**src/hw/rtl/pet_pkg.sv**
```systemverilog
// Package for the prefix-expression tokenizer: token kinds, lexer states,
// result beat layout, character classes and the transition table function.
// No dependencies.
package pet_pkg;

  // Default cap on the counted token length.
  localparam int MAX_TOKEN_LEN_DEF = 255;

  // Result queue depth.
  localparam int QDEPTH = 4;
  localparam int QAW    = $clog2(QDEPTH);

  // Special characters
  localparam logic [7:0] CH_DOLLAR = 8'h24;
  localparam logic [7:0] CH_QUOTE  = 8'h22;
  localparam logic [7:0] CH_MINUS  = 8'h2D;
  localparam logic [7:0] CH_LPAREN = 8'h28;
  localparam logic [7:0] CH_RPAREN = 8'h29;
  localparam logic [7:0] CH_SPACE  = 8'h20;
  localparam logic [7:0] CH_ZERO   = 8'h30;

  // Keyword patterns, last character in the low byte
  localparam logic [23:0] KW_ADD    = 24'h616464;
  localparam logic [23:0] KW_SUB    = 24'h737562;
  localparam logic [31:0] KW_MULT   = 32'h6D756C74;
  localparam logic [47:0] KW_CONCAT = 48'h636F6E636174;

  localparam logic [35:0] POS_LIMIT = 36'd2147483647;
  localparam logic [35:0] NEG_LIMIT = 36'd2147483648;

  typedef enum logic [3:0] {
    KIND_IDENT   = 4'd0,
    KIND_ADD     = 4'd1,
    KIND_MULT    = 4'd2,
    KIND_SUB     = 4'd3,
    KIND_CONCAT  = 4'd4,
    KIND_INTEGER = 4'd5,
    KIND_LPAREN  = 4'd6,
    KIND_RPAREN  = 4'd7,
    KIND_MINUS   = 4'd8,
    KIND_STRING  = 4'd9,
    KIND_ERROR   = 4'd10
  } kind_t;

  typedef enum logic [3:0] {
    S_START  = 4'd0,
    S_IDENT  = 4'd1,
    S_UINT   = 4'd2,
    S_LPAREN = 4'd3,
    S_RPAREN = 4'd4,
    S_MINUS  = 4'd5,
    S_STRING = 4'd6,
    S_STREND = 4'd7
  } lex_state_t;

  typedef enum logic [1:0] {
    ACT_ERR  = 2'd0,
    ACT_MOVE = 2'd1,
    ACT_EMIT = 2'd2
  } act_t;

  typedef struct packed {
    act_t       act;
    lex_state_t nx;
  } trans_t;

  // One result beat
  typedef struct packed {
    kind_t       kind;
    logic [31:0] value;
    logic        ovf;
    logic [7:0]  len;
    logic        last;
  } res_t;

  // Lexer to queue: results of the current character
  typedef struct packed {
    res_t       res0;
    res_t       res1;
    logic [1:0] n_res;
    logic       halted;
  } lex_out_t;

  function automatic logic is_letter(input logic [7:0] c);
    return (c >= "A" && c <= "Z") || (c >= "a" && c <= "z");
  endfunction

  function automatic logic is_digit(input logic [7:0] c);
    return c >= "0" && c <= "9";
  endfunction

  function automatic logic is_delim(input logic [7:0] c);
    logic d;
    case (c)
      "+", "-", "*", "/", "(", ")", " ", "[", "]", "\n",
      "=", "%", "&", ";", "{", "}", ">", "<": d = 1'b1;
      default:                                 d = 1'b0;
    endcase
    return d;
  endfunction

  // Transition table: action and next state for a state and character
  function automatic trans_t table_action(input lex_state_t st, input logic [7:0] c);
    trans_t t;
    logic   ld;
    logic   dol;
    ld    = is_letter(c) || is_digit(c) || is_delim(c);
    dol   = (c == CH_DOLLAR);
    t.act = ACT_ERR;
    t.nx  = S_START;
    unique case (st)
      S_START: begin
        if (is_letter(c)) begin
          t = '{ACT_MOVE, S_IDENT};
        end else if (is_digit(c)) begin
          t = '{ACT_MOVE, S_UINT};
        end else if (c == CH_MINUS) begin
          t = '{ACT_MOVE, S_MINUS};
        end else if (c == CH_LPAREN) begin
          t = '{ACT_MOVE, S_LPAREN};
        end else if (c == CH_RPAREN) begin
          t = '{ACT_MOVE, S_RPAREN};
        end else if (c == CH_SPACE) begin
          t = '{ACT_MOVE, S_START};
        end else if (c == CH_QUOTE) begin
          t = '{ACT_MOVE, S_STRING};
        end
      end
      S_IDENT: begin
        if (is_letter(c) || is_digit(c)) begin
          t = '{ACT_MOVE, S_IDENT};
        end else if (c == "}" || c == ">" || c == "<") begin
          t.act = ACT_ERR;
        end else if (is_delim(c) || dol) begin
          t.act = ACT_EMIT;
        end
      end
      S_UINT: begin
        if (is_digit(c)) begin
          t = '{ACT_MOVE, S_UINT};
        end else if (is_delim(c) || dol) begin
          t.act = ACT_EMIT;
        end
      end
      S_LPAREN, S_RPAREN: begin
        if (ld || dol) t.act = ACT_EMIT;
      end
      S_MINUS: begin
        if (is_digit(c)) begin
          t = '{ACT_MOVE, S_MINUS};
        end else if (ld || dol) begin
          t.act = ACT_EMIT;
        end
      end
      S_STRING: begin
        if (ld) begin
          t = '{ACT_MOVE, S_STRING};
        end else if (c == CH_QUOTE) begin
          t = '{ACT_MOVE, S_STREND};
        end else if (dol) begin
          t.act = ACT_EMIT;
        end
      end
      S_STREND: begin
        if (ld || dol || c == CH_QUOTE) t.act = ACT_EMIT;
      end
      default: t.act = ACT_ERR;
    endcase
    return t;
  endfunction

endpackage

```
**src/hw/rtl/pet_lexer.sv**
```systemverilog
// Tokenizer core: lexer state, value accumulator, keyword window and
// length counter, plus the per-character step logic. Uses pet_pkg.
module pet_lexer
  import pet_pkg::*;
#(
  parameter int LEN_CAP = MAX_TOKEN_LEN_DEF
) (
  input  logic       clk,
  input  logic       rst,
  input  logic       fire,
  input  logic [7:0] character,
  output lex_out_t   lex_out
);

  localparam logic [7:0] LenCapV = 8'(LEN_CAP);

  // Token state registers
  lex_state_t  st;
  logic        halted;
  logic [31:0] acc;
  logic        neg;
  logic        ovf;
  logic [55:0] win;
  logic [7:0]  len;

  lex_state_t  st_next;
  logic        halted_next;
  logic [31:0] acc_next;
  logic        neg_next;
  logic        ovf_next;
  logic [55:0] win_next;
  logic [7:0]  len_next;

  // Step logic for one character
  always_comb begin
    trans_t      t1;
    trans_t      t2;
    logic        emit;
    lex_state_t  from;
    res_t        tok;
    res_t        err;
    logic [35:0] v;
    logic [35:0] lim;

    t1   = table_action(st, character);
    emit = (t1.act == ACT_EMIT);

    // Token built from the current registers
    tok.kind  = KIND_STRING;
    tok.value = '0;
    tok.ovf   = 1'b0;
    tok.len   = len;
    tok.last  = 1'b0;
    unique case (st)
      S_IDENT: begin
        if (len == 8'd3 && win[23:0] == KW_ADD) tok.kind = KIND_ADD;
        else if (len == 8'd4 && win[31:0] == KW_MULT) tok.kind = KIND_MULT;
        else if (len == 8'd3 && win[23:0] == KW_SUB) tok.kind = KIND_SUB;
        else if (len == 8'd6 && win[47:0] == KW_CONCAT) tok.kind = KIND_CONCAT;
        else tok.kind = KIND_IDENT;
      end
      S_UINT, S_MINUS: begin
        if (st == S_MINUS && len < 8'd2) begin
          tok.kind = KIND_MINUS;
        end else begin
          tok.kind  = KIND_INTEGER;
          tok.value = neg ? (32'd0 - acc) : acc;
          tok.ovf   = ovf;
        end
      end
      S_LPAREN: tok.kind = KIND_LPAREN;
      S_RPAREN: tok.kind = KIND_RPAREN;
      default:  tok.kind = KIND_STRING;
    endcase

    err.kind  = KIND_ERROR;
    err.value = '0;
    err.ovf   = 1'b0;
    err.len   = '0;
    err.last  = 1'b1;

    // Base state: cleared after an emitted token
    st_next     = emit ? S_START : st;
    from        = st_next;
    halted_next = halted;
    acc_next    = emit ? '0 : acc;
    neg_next    = emit ? 1'b0 : neg;
    ovf_next    = emit ? 1'b0 : ovf;
    win_next    = emit ? '0 : win;
    len_next    = emit ? '0 : len;
    t2          = emit ? table_action(S_START, character) : t1;

    lex_out.res0   = tok;
    lex_out.res1   = err;
    lex_out.n_res  = 2'd0;
    lex_out.halted = halted;

    v   = '0;
    lim = '0;

    if (halted) begin
      lex_out.n_res = 2'd0;
    end else if (emit && character == CH_DOLLAR) begin
      // Terminator closes the token and is consumed
      lex_out.res0.last = 1'b1;
      lex_out.n_res     = 2'd1;
    end else if (t2.act == ACT_MOVE) begin
      // Absorb the character into the token
      if (t2.nx != S_START && character != CH_QUOTE) begin
        if (len_next < LenCapV) len_next = len_next + 8'd1;
        win_next = {win_next[47:0], character};
      end
      if (from == S_START && character == CH_MINUS) neg_next = 1'b1;
      if (is_digit(character) && (t2.nx == S_UINT || t2.nx == S_MINUS)) begin
        lim = neg_next ? NEG_LIMIT : POS_LIMIT;
        v   = {1'b0, acc_next, 3'b000} + {3'b000, acc_next, 1'b0}
            + {28'd0, character - CH_ZERO};
        if (v > lim) begin
          v        = lim;
          ovf_next = 1'b1;
        end
        acc_next = v[31:0];
      end
      st_next = t2.nx;
      if (emit) begin
        lex_out.res0.last = 1'b1;
        lex_out.n_res     = 2'd1;
      end
    end else begin
      // Lexical error, alone or after the token just ended
      halted_next = 1'b1;
      if (emit) begin
        lex_out.n_res = 2'd2;
      end else begin
        lex_out.res0  = err;
        lex_out.n_res = 2'd1;
      end
    end
  end

  // State registers
  always_ff @(posedge clk) begin
    if (rst) begin
      st     <= S_START;
      halted <= 1'b0;
      acc    <= '0;
      neg    <= 1'b0;
      ovf    <= 1'b0;
      win    <= '0;
      len    <= '0;
    end else if (fire) begin
      st     <= st_next;
      halted <= halted_next;
      acc    <= acc_next;
      neg    <= neg_next;
      ovf    <= ovf_next;
      win    <= win_next;
      len    <= len_next;
    end
  end

endmodule

```
**src/hw/rtl/pet_res_fifo.sv**
```systemverilog
// Result queue: takes zero, one or two result beats per cycle and hands
// them out one beat at a time. Uses pet_pkg.
module pet_res_fifo
  import pet_pkg::*;
(
  input  logic       clk,
  input  logic       rst,
  input  logic [1:0] push_n,
  input  res_t       d0,
  input  res_t       d1,
  input  logic       pop,
  output res_t       q,
  output logic       q_valid,
  output logic       room2
);

  res_t           mem [QDEPTH];
  logic [QAW-1:0] wp;
  logic [QAW-1:0] rp;
  logic [QAW:0]   cnt;

  assign q       = mem[rp];
  assign q_valid = (cnt != '0);
  assign room2   = (cnt <= (QAW+1)'(QDEPTH - 2));

  // Storage writes
  always_ff @(posedge clk) begin
    if (push_n != 2'd0) mem[wp] <= d0;
    if (push_n == 2'd2) mem[wp + QAW'(1)] <= d1;
  end

  // Pointers and fill count
  always_ff @(posedge clk) begin
    if (rst) begin
      wp  <= '0;
      rp  <= '0;
      cnt <= '0;
    end else begin
      wp  <= wp + QAW'(push_n);
      if (pop) rp <= rp + QAW'(1);
      cnt <= cnt + (QAW+1)'(push_n) - (QAW+1)'(pop);
    end
  end

endmodule

```
**src/hw/rtl/prefix_expression_tokenizer.sv**
```systemverilog
// Top level of the prefix-expression tokenizer: input register, lexer core
// and result queue. Uses pet_pkg, pet_lexer and pet_res_fifo.
//
//  channel | dir | handshake          | payload
//  --------+-----+--------------------+---------------------------------------
//  s_      | in  | s_tvalid/s_tready  | tdata[7:0] character
//  m_      | out | m_tvalid/m_tready  | tdata int_value, int_overflow,
//          |     |                    | text_length; tuser token_kind;
//          |     |                    | tlast last_of_run
//
// One character per cycle while the queue has room: a character is held
// in the input register for its table step; results land in a four-beat queue.
// A character giving two results (a token then an error) needs two output
// beats; the step waits whenever the queue has fewer than two free slots.
// rst (synchronous) returns the lexer to the start state and empties the
// queue. After a lexical error characters are taken and give no beats.
module prefix_expression_tokenizer
  import pet_pkg::*;
#(
  parameter int MAX_TOKEN_LEN = MAX_TOKEN_LEN_DEF
) (
  input  logic        clk,
  input  logic        rst,
  input  logic        s_tvalid,
  output logic        s_tready,
  input  logic [7:0]  s_tdata,   // [7:0] character
  output logic        m_tvalid,
  input  logic        m_tready,
  output logic [47:0] m_tdata,   // [31:0] int_value, [32] int_overflow,
                                 // [40:33] text_length, [47:41] zero
  output logic [3:0]  m_tuser,   // [3:0] token_kind
  output logic        m_tlast    // last_of_run
);

  localparam int LenCap = (MAX_TOKEN_LEN < 255) ? MAX_TOKEN_LEN : 255;

  logic       in_valid;
  logic [7:0] in_char;
  logic       room2;
  logic       fire;
  lex_out_t   lex_out;
  logic [1:0] push_n;
  res_t       q;

  assign fire     = in_valid && room2;
  assign s_tready = !in_valid || fire;
  assign push_n   = fire ? lex_out.n_res : 2'd0;

  // Input register
  always_ff @(posedge clk) begin
    if (rst) begin
      in_valid <= 1'b0;
    end else if (s_tready) begin
      in_valid <= s_tvalid;
    end
  end

  always_ff @(posedge clk) begin
    if (s_tvalid && s_tready) in_char <= s_tdata;
  end

  pet_lexer #(
    .LEN_CAP (LenCap)
  ) u_lexer (
    .clk       (clk),
    .rst       (rst),
    .fire      (fire),
    .character (in_char),
    .lex_out   (lex_out)
  );

  pet_res_fifo u_fifo (
    .clk     (clk),
    .rst     (rst),
    .push_n  (push_n),
    .d0      (lex_out.res0),
    .d1      (lex_out.res1),
    .pop     (m_tvalid && m_tready),
    .q       (q),
    .q_valid (m_tvalid),
    .room2   (room2)
  );

  // Output beat packing
  assign m_tdata = {7'd0, q.len, q.ovf, q.value};
  assign m_tuser = q.kind;
  assign m_tlast = q.last;

`ifndef NO_ASSERTIONS
  // No results once halted
  a_halt_quiet: assert property (@(posedge clk) disable iff (rst)
    (fire && lex_out.halted) |-> (lex_out.n_res == 2'd0))
    else $error("result produced while halted");

  // A second result is always the lexical error, closing the run
  a_pair_err: assert property (@(posedge clk) disable iff (rst)
    (fire && lex_out.n_res == 2'd2) |->
      (lex_out.res1.kind == KIND_ERROR && lex_out.res1.last && !lex_out.res0.last))
    else $error("two-result step without trailing error");

  // A single result closes its run
  a_single_last: assert property (@(posedge clk) disable iff (rst)
    (fire && lex_out.n_res == 2'd1) |-> lex_out.res0.last)
    else $error("single result not marked last");

  // An error halts the lexer on the next cycle
  a_err_halts: assert property (@(posedge clk) disable iff (rst)
    (fire && lex_out.n_res != 2'd0 &&
     (lex_out.res0.kind == KIND_ERROR || lex_out.n_res == 2'd2)) |=> lex_out.halted)
    else $error("lexer not halted after error");
`endif

endmodule
```
**config.mk**
```make
export PLATFORM = sky130hd
export DESIGN_NAME = prefix_expression_tokenizer
export DESIGN_NICKNAME = d
export VERILOG_FILES = /design/src/hw/rtl/pet_pkg.sv /design/src/hw/rtl/pet_lexer.sv /design/src/hw/rtl/pet_res_fifo.sv /design/src/hw/rtl/prefix_expression_tokenizer.sv
export SDC_FILE = /design/constraint.sdc
export NUM_CORES = 1
export LEC_CHECK = 0
export BUFFER_PORTS_ARGS = -buffer_cell sky130_fd_sc_hd__buf_4
export CAP_MARGIN = 10
export CORE_UTILIZATION = 35
export CTS_CLUSTER_SIZE = 16
export DETAILED_ROUTE_END_ITERATION = 8
export GPL_ROUTABILITY_DRIVEN = 1
export SYNTH_ARGS = -nofsm -noshare
export SYNTH_HDL_FRONTEND = slang
export SYNTH_HIERARCHICAL = 1
export SYNTH_SLANG_ARGS = --single-unit
```
**constraint.sdc**
```tcl
create_clock -name clk -period 16.8 [get_ports clk]
set_input_delay 3.36 -clock clk [delete_from_list [all_inputs] [get_ports clk]]
set_output_delay 3.36 -clock clk [all_outputs]
set_load 0.05 [all_outputs]
```
==> impl_metrics.json, run 1 <==
{
  "wl_per_cell_microns": 19.3,
  "postPlaceCellArea_sq_um": 19600,
  "diodes": 0,
  "maxCapViolCount": 0,
  "final_area_sq_um": 20700,
  "crit_buf_inv": 3,
  "postCtsSetupRepairBufs": 0,
  "yosys_warnings": 6,
  "tightest_slew_ns": 1.17,
  "vias_per_cell": 5.55,
  "required_ns": 17.28,
  "violations": "DRC",
  "dpl_worst_slack_ns": 7.78,
  "postCtsHoldBufs": 0,
  "crit_arrival_ns": 9.62,
  "cp_max_fo": 28,
  "place_inst": 2313,
  "cts_resized": 0,
  "final_util_pct": 39.2,
  "hold_violations": 0,
  "insertion_delay_ns": 0.55,
  "grt_pass1_vias": 13200,
  "intPower_mw": 1.42,
  "netlist_area_sq_um": 18800,
  "dp_hpwl_microns": 30600,
  "postRouteAntennaNets": 0,
  "p_leak_nw": 8.29,
  "place.gp.congestion": 0.909,
  "drtPass1Iterations": 8,
  "irDropWorstVdd_v": 0.0000550,
  "top_level_ports": 67,
  "num_vias": 13200,
  "fillers": 5009,
  "power_mw": 2.06,
  "die_h_microns": 234,
  "power.share.sequential_pct": 39.9,
  "io_buffers": 59,
  "dr.first_iter.drc_count": 933,
  "slew_headroom_pct": 21.8,
  "slowest_delay_ns": 1.00,
  "synth_cells": 1642,
  "area_growth_pct": 10.1,
  "cts_inserted_buffers": 34,
  "cpLargestDelayFamily": "simple AND/OR/NAND/NOR gates",
  "final.setup.worst_slack_ns": 7.66,
  "p_sw_share_pct": 30.8,
  "drc": 5,
  "power_density_nw_per_um2": 99.3,
  "power_frac_comb_pct": 24.1,
  "status": "finished, violations left",
  "post-route-period-util_pct": 54.4,
  "hold_class": "flip-flop to flip-flop",
  "clk_pin_slew_ns": 0.07,
  "fp.coreArea_sq_um": 52900,
  "layout.cells.non_filler": 2374,
  "start_util_pct": 35.6,
  "p_sw_mw": 0.634,
  "drv_slew": 0,
  "multi_input_area_sq_um": 10200,
  "holdWs_ns": 0.477,
  "avgSynthCellArea_sq_um": 11.5,
  "regArea_sq_um": 7870,
  "fp.dieW_microns": 234,
  "htreeDepth": 2,
  "max_freq_mhz": 109,
  "start_kind": "flip-flop",
  "fin_worst_skew_ns": 0.0284,
  "crit_top_cell": "a21oi_1",
  "setup_violations": 0,
  "antenna_found_initial": 0,
  "end_kind": "flip-flop",
  "grt.overflow.total": 0,
  "cp_slowest_cell": "and4_1",
  "clkPwrFrac_pct": 36.0,
  "critPathKind": "flip-flop to flip-flop",
  "rsz0062_at_grt": "no",
  "period_minus_slack_ns": 9.14,
  "cts_sinks": 297,
  "tns_ns": 0,
  "rows": 84,
  "root_buffer": "clkbuf_16",
  "final_nets": 1783,
  "die-area_sq_um": 54700,
  "cts_tree": "yes",
  "cts_buffer_depth": 3,
  "grt_pass1_wl_microns": 73600,
  "drt-total-wl_microns": 45900,
  "grt_max_degree": 48,
  "drive_above_1_share_pct": 23.5,
  "grt_use_total_pct": 17.0
}
## final timing paths
check / cells past startpoint / slack, ns / startpoint / endpoint
setup / recovery: 31 / 7.66 / in_char[4] / u_lexer/acc[10]
hold / removal: 1 / 0.48 / u_lexer/win[46] / u_lexer/win[46]
hold reg to reg: 1 / 0.48 / u_lexer/win[46] / u_lexer/win[46]
setup reg to reg: 31 / 7.66 / in_char[4] / u_lexer/acc[10]
## layout by cell type (no fill, tap or decap), types with 37 or more instances in the layout
cell type	instances
a21oi_1	72
a22o_1	37
and3_1	42
buf_4	78
conb_1	53
dfxtp_1	103
edfxtp_1	192
ha_1	107
mux2_2	182
mux4_2	46
nand2_1	76
nor2_1	99
o21ai_0	37
## flip-flops by register name, indices dropped and copies added (netlist names), named ones only
signal	flops
u_lexer/win	48
u_lexer/halted	1
u_fifo/wp	2
u_lexer/acc	32
u_lexer/len	8
u_fifo/cnt	3
u_lexer/neg	1
u_fifo/rp	2
u_lexer/st	4
u_fifo/mem	184
in_valid	1
in_char	8
u_lexer/ovf	1
## worst reg2reg max path, delay by kind of cell, from the launching register on
kind | cells | cell delay, ns
and+or+nand+nor | 8 | 3.08
AOI/OAI and AO/OA | 15 | 3.11
buffers and inverters | 3 | 0.73
xor gates and xnor gates | 1 | 0.16
adders and majority gates | 4 | 1.53
DFF | 1 | 0.47
## metal layers
layer,track usage [%],share of wire (%),up-vias
li1,-,-,6295
met1,23.4,47,6550
met2,27.7,47,289
met3,2.55,4.8,48
met4,4.32,1.7,0
met5,0,0,-
## final cells by class
cell class | instances | share of cell area [%]
clock inverter | 10 | 0.688
multi-input combinational | 1215 | 49.1
inverter | 35 | 0.634
sequential | 297 | 38.0
tap | 688 | 4.15
clock buffer | 51 | 4.61
timing repair buffer | 78 | 2.83
## power by group through the flow
stage / combinational (mW) / clock (mW) / sequential, mW
final: 0.495 / 0.740 / 0.821
after global routing: 0.529 / 0.789 / 0.825
after detailed placement: 0.500 / 0 / 0.837
after floorplan: 0.391 / 0 / 0.827
after global placement: 0.499 / 0 / 0.836
after CTS: 0.501 / 0.759 / 0.821
No activity file was read; power rests on OpenSTA's default activity.
==> run 2, diff against run 1 <==
==> constraint.sdc (replaced) <==
create_clock -name clk -period 9.2 [get_ports clk]
set_input_delay 1.84 -clock clk [delete_from_list [all_inputs] [get_ports clk]]
set_output_delay 1.84 -clock clk [all_outputs]
set_load 0.05 [all_outputs]
==> run 2 against run 1 <==
Effect of this change:
- the run now ends clean
- critical path type unchanged
- core utilization increased by 0.085 points
- total power is 82% higher
- register-to-register slack worse by 6.9 ns
- sequential cell count is the same
==> impl_metrics.json, run 2 (synthesized netlist as in run 1, its figures left out) <==
{
  "p_leak_nw": 8.33,
  "grt_max_degree": 48,
  "dr.first_iter.drc_count": 992,
  "grt_use_total_pct": 16.7,
  "drt-total-wl_microns": 45800,
  "top_register": "u_fifo/mem",
  "tns_ns": 0,
  "crit_top_cell": "a221o_1",
  "cts_inserted_buffers": 35,
  "wl_per_cell_microns": 19.3,
  "cp_slowest_cell": "or4_4",
  "clk_pin_slew_ns": 0.05,
  "tightest_slew_ns": 0.981,
  "layout_common_cells": "192 x edfxtp_1, 182 x mux2_2, 107 x ha_1",
  "startpoint": "in_char[4]",
  "maxCapViolCount": 0,
  "grt_pass1_wl_microns": 72300,
  "htreeDepth": 2,
  "top_level_ports": 67,
  "fp.dieW_microns": 234,
  "power_density_nw_per_um2": 180,
  "root_buffer": "clkbuf_16",
  "rows": 84,
  "required_ns": 9.62,
  "slew_headroom_pct": 34.6,
  "crit_arrival_ns": 8.89,
  "postCtsHoldBufs": 0,
  "r2r_setup_slack_ns": 0.73,
  "reg.largest.list": "u_fifo/mem x184, u_lexer/win x48, u_lexer/acc x32",
  "postRouteAntennaNets": 0,
  "grt_pass1_vias": 13000,
  "critPathCapture": "u_lexer/acc[17]",
  "die-area_sq_um": 54700,
  "status": "completed",
  "fp.coreArea_sq_um": 52900,
  "postCtsSetupRepairBufs": 0,
  "cts_buffer_depth": 3,
  "fillers": 4992,
  "vias_per_cell": 5.54,
  "drc": 0,
  "diodes": 0,
  "final_nets": 1788,
  "max_freq_mhz": 118,
  "cp_max_fo": 30,
  "hold_class": "flip-flop to flip-flop",
  "cts_sinks": 297,
  "num_vias": 13200,
  "place.gp.congestion": 0.915,
  "slowest_delay_ns": 0.62,
  "drive_above_1_share_pct": 24.2,
  "area_growth_pct": 10.3,
  "die_h_microns": 234,
  "post-route-period-util_pct": 92.1,
  "fin_worst_skew_ns": 0.0122,
  "start_kind": "flip-flop",
  "dp_hpwl_microns": 30300,
  "critPathKind": "flip-flop to flip-flop",
  "hold_violations": 0,
  "setup_violations": 0,
  "holdWs_ns": 0.489,
  "drv_slew": 0,
  "insertion_delay_ns": 0.54,
  "reg2reg_depth": 29,
  "timing.rr.start": "in_char[4]",
  "io_buffers": 59,
  "antenna_found_initial": 0,
  "period_minus_slack_ns": 8.47,
  "drtPass1Iterations": 7,
  "regArea_sq_um": 7870,
  "cts_tree": "yes",
  "irDropWorstVdd_v": 0.000116,
  "r2r-end": "u_lexer/acc[17]",
  "layout_commonest_cell": "edfxtp_1",
  "end_kind": "flip-flop",
  "start_util_pct": 35.6,
  "largest_reg_flops": 184,
  "grt.overflow.total": 0,
  "rsz0062_at_grt": "no",
  "multi_input_area_sq_um": 10200
}
-- run 2: cell count changes in the layout (fill, tap and decap cells not counted) --
cell        previous run  this run
bufinv_16              3         0
clkinvlp_4             1         0
clkinv_4               0         2
clkbuf_16             35        36
clkinv_1               3         7
clkbuf_1              14         4
clkinv_2               0         4
clkbuf_8               2         7
nor2_4                 4         5
buf_4                 78        81
-- run 2: stage by stage --
stage | utilization [%] | area (sq um) | instances | setup slack, ns | power [mW]
6_report | 39.3 | 20800 | 2380 | 0.731 | 3.74
5_1_grt | 39.3 | 20800 | 2380 | 0.130 | 3.88
4_1_cts | 39.3 | 20800 | 2379 | 0.661 | 3.78
3_5_place_dp | 37.2 | 19600 | 2316 | 0.710 | 2.44
3_3_place_gp | 37.2 | 19600 | 2316 | 0.836 | 2.43
2_1_floorplan | - | 19000 | 1692 | 1.33 | 2.22
-- run 2: critical path: cells and delay by family, from the launching register on --
family	cells	cell delay, ns
fa+ha+maj	4	1.54
flops	1	0.47
compound gates	14	3.29
xor+xnor	1	0.17
simple gates	8	2.43
buf+inv	2	0.41
-- run 2: layer usage --
layer	part of all wire (%)	wire, microns	GRT usage (%)
met5	0	0	0
met4	1.8	803	4.36
met3	4.3	1970	2.25
met2	46	21300	27.3
met1	47	21800	23.2
-- run 2: power breakdown --
group          internal, mW  switching, mW
clock network         0.775          0.552
registers              1.46         0.0344
logic                 0.328          0.582
total                  2.57           1.17
-- run 2: area by class of cell --
type	count	area share (%)
well taps	688	4.15
repair buffers	81	2.93
clock inverters	16	0.470
inverters	35	0.633
multi-input cells	1216	49.0
clock buffers	47	4.87
flip-flops and latches	297	37.9
-- run 2: how the worst min path moves through the flow --
stage                    start         endpoint  slack, ns  depth (start not counted)
4_1_cts        u_lexer/win[46]  u_lexer/win[46]       0.49                          1
3_5_place_dp   u_lexer/win[46]  u_lexer/win[46]       0.47                          1
6_report        u_lexer/win[3]   u_lexer/win[3]       0.49                          2
3_3_place_gp   u_lexer/win[46]  u_lexer/win[46]       0.46                          1
5_1_grt        u_lexer/win[21]  u_lexer/win[29]       0.51                          1
2_1_floorplan  u_lexer/win[46]  u_lexer/win[46]       0.44                          1
-- run 2: timing repair --
action | 4_1_cts | 5_1_grt
endpoints found under the hold margin | 0 | 0
gates resized for setup | 0 | 1
endpoints found under the setup margin | 0 | 25
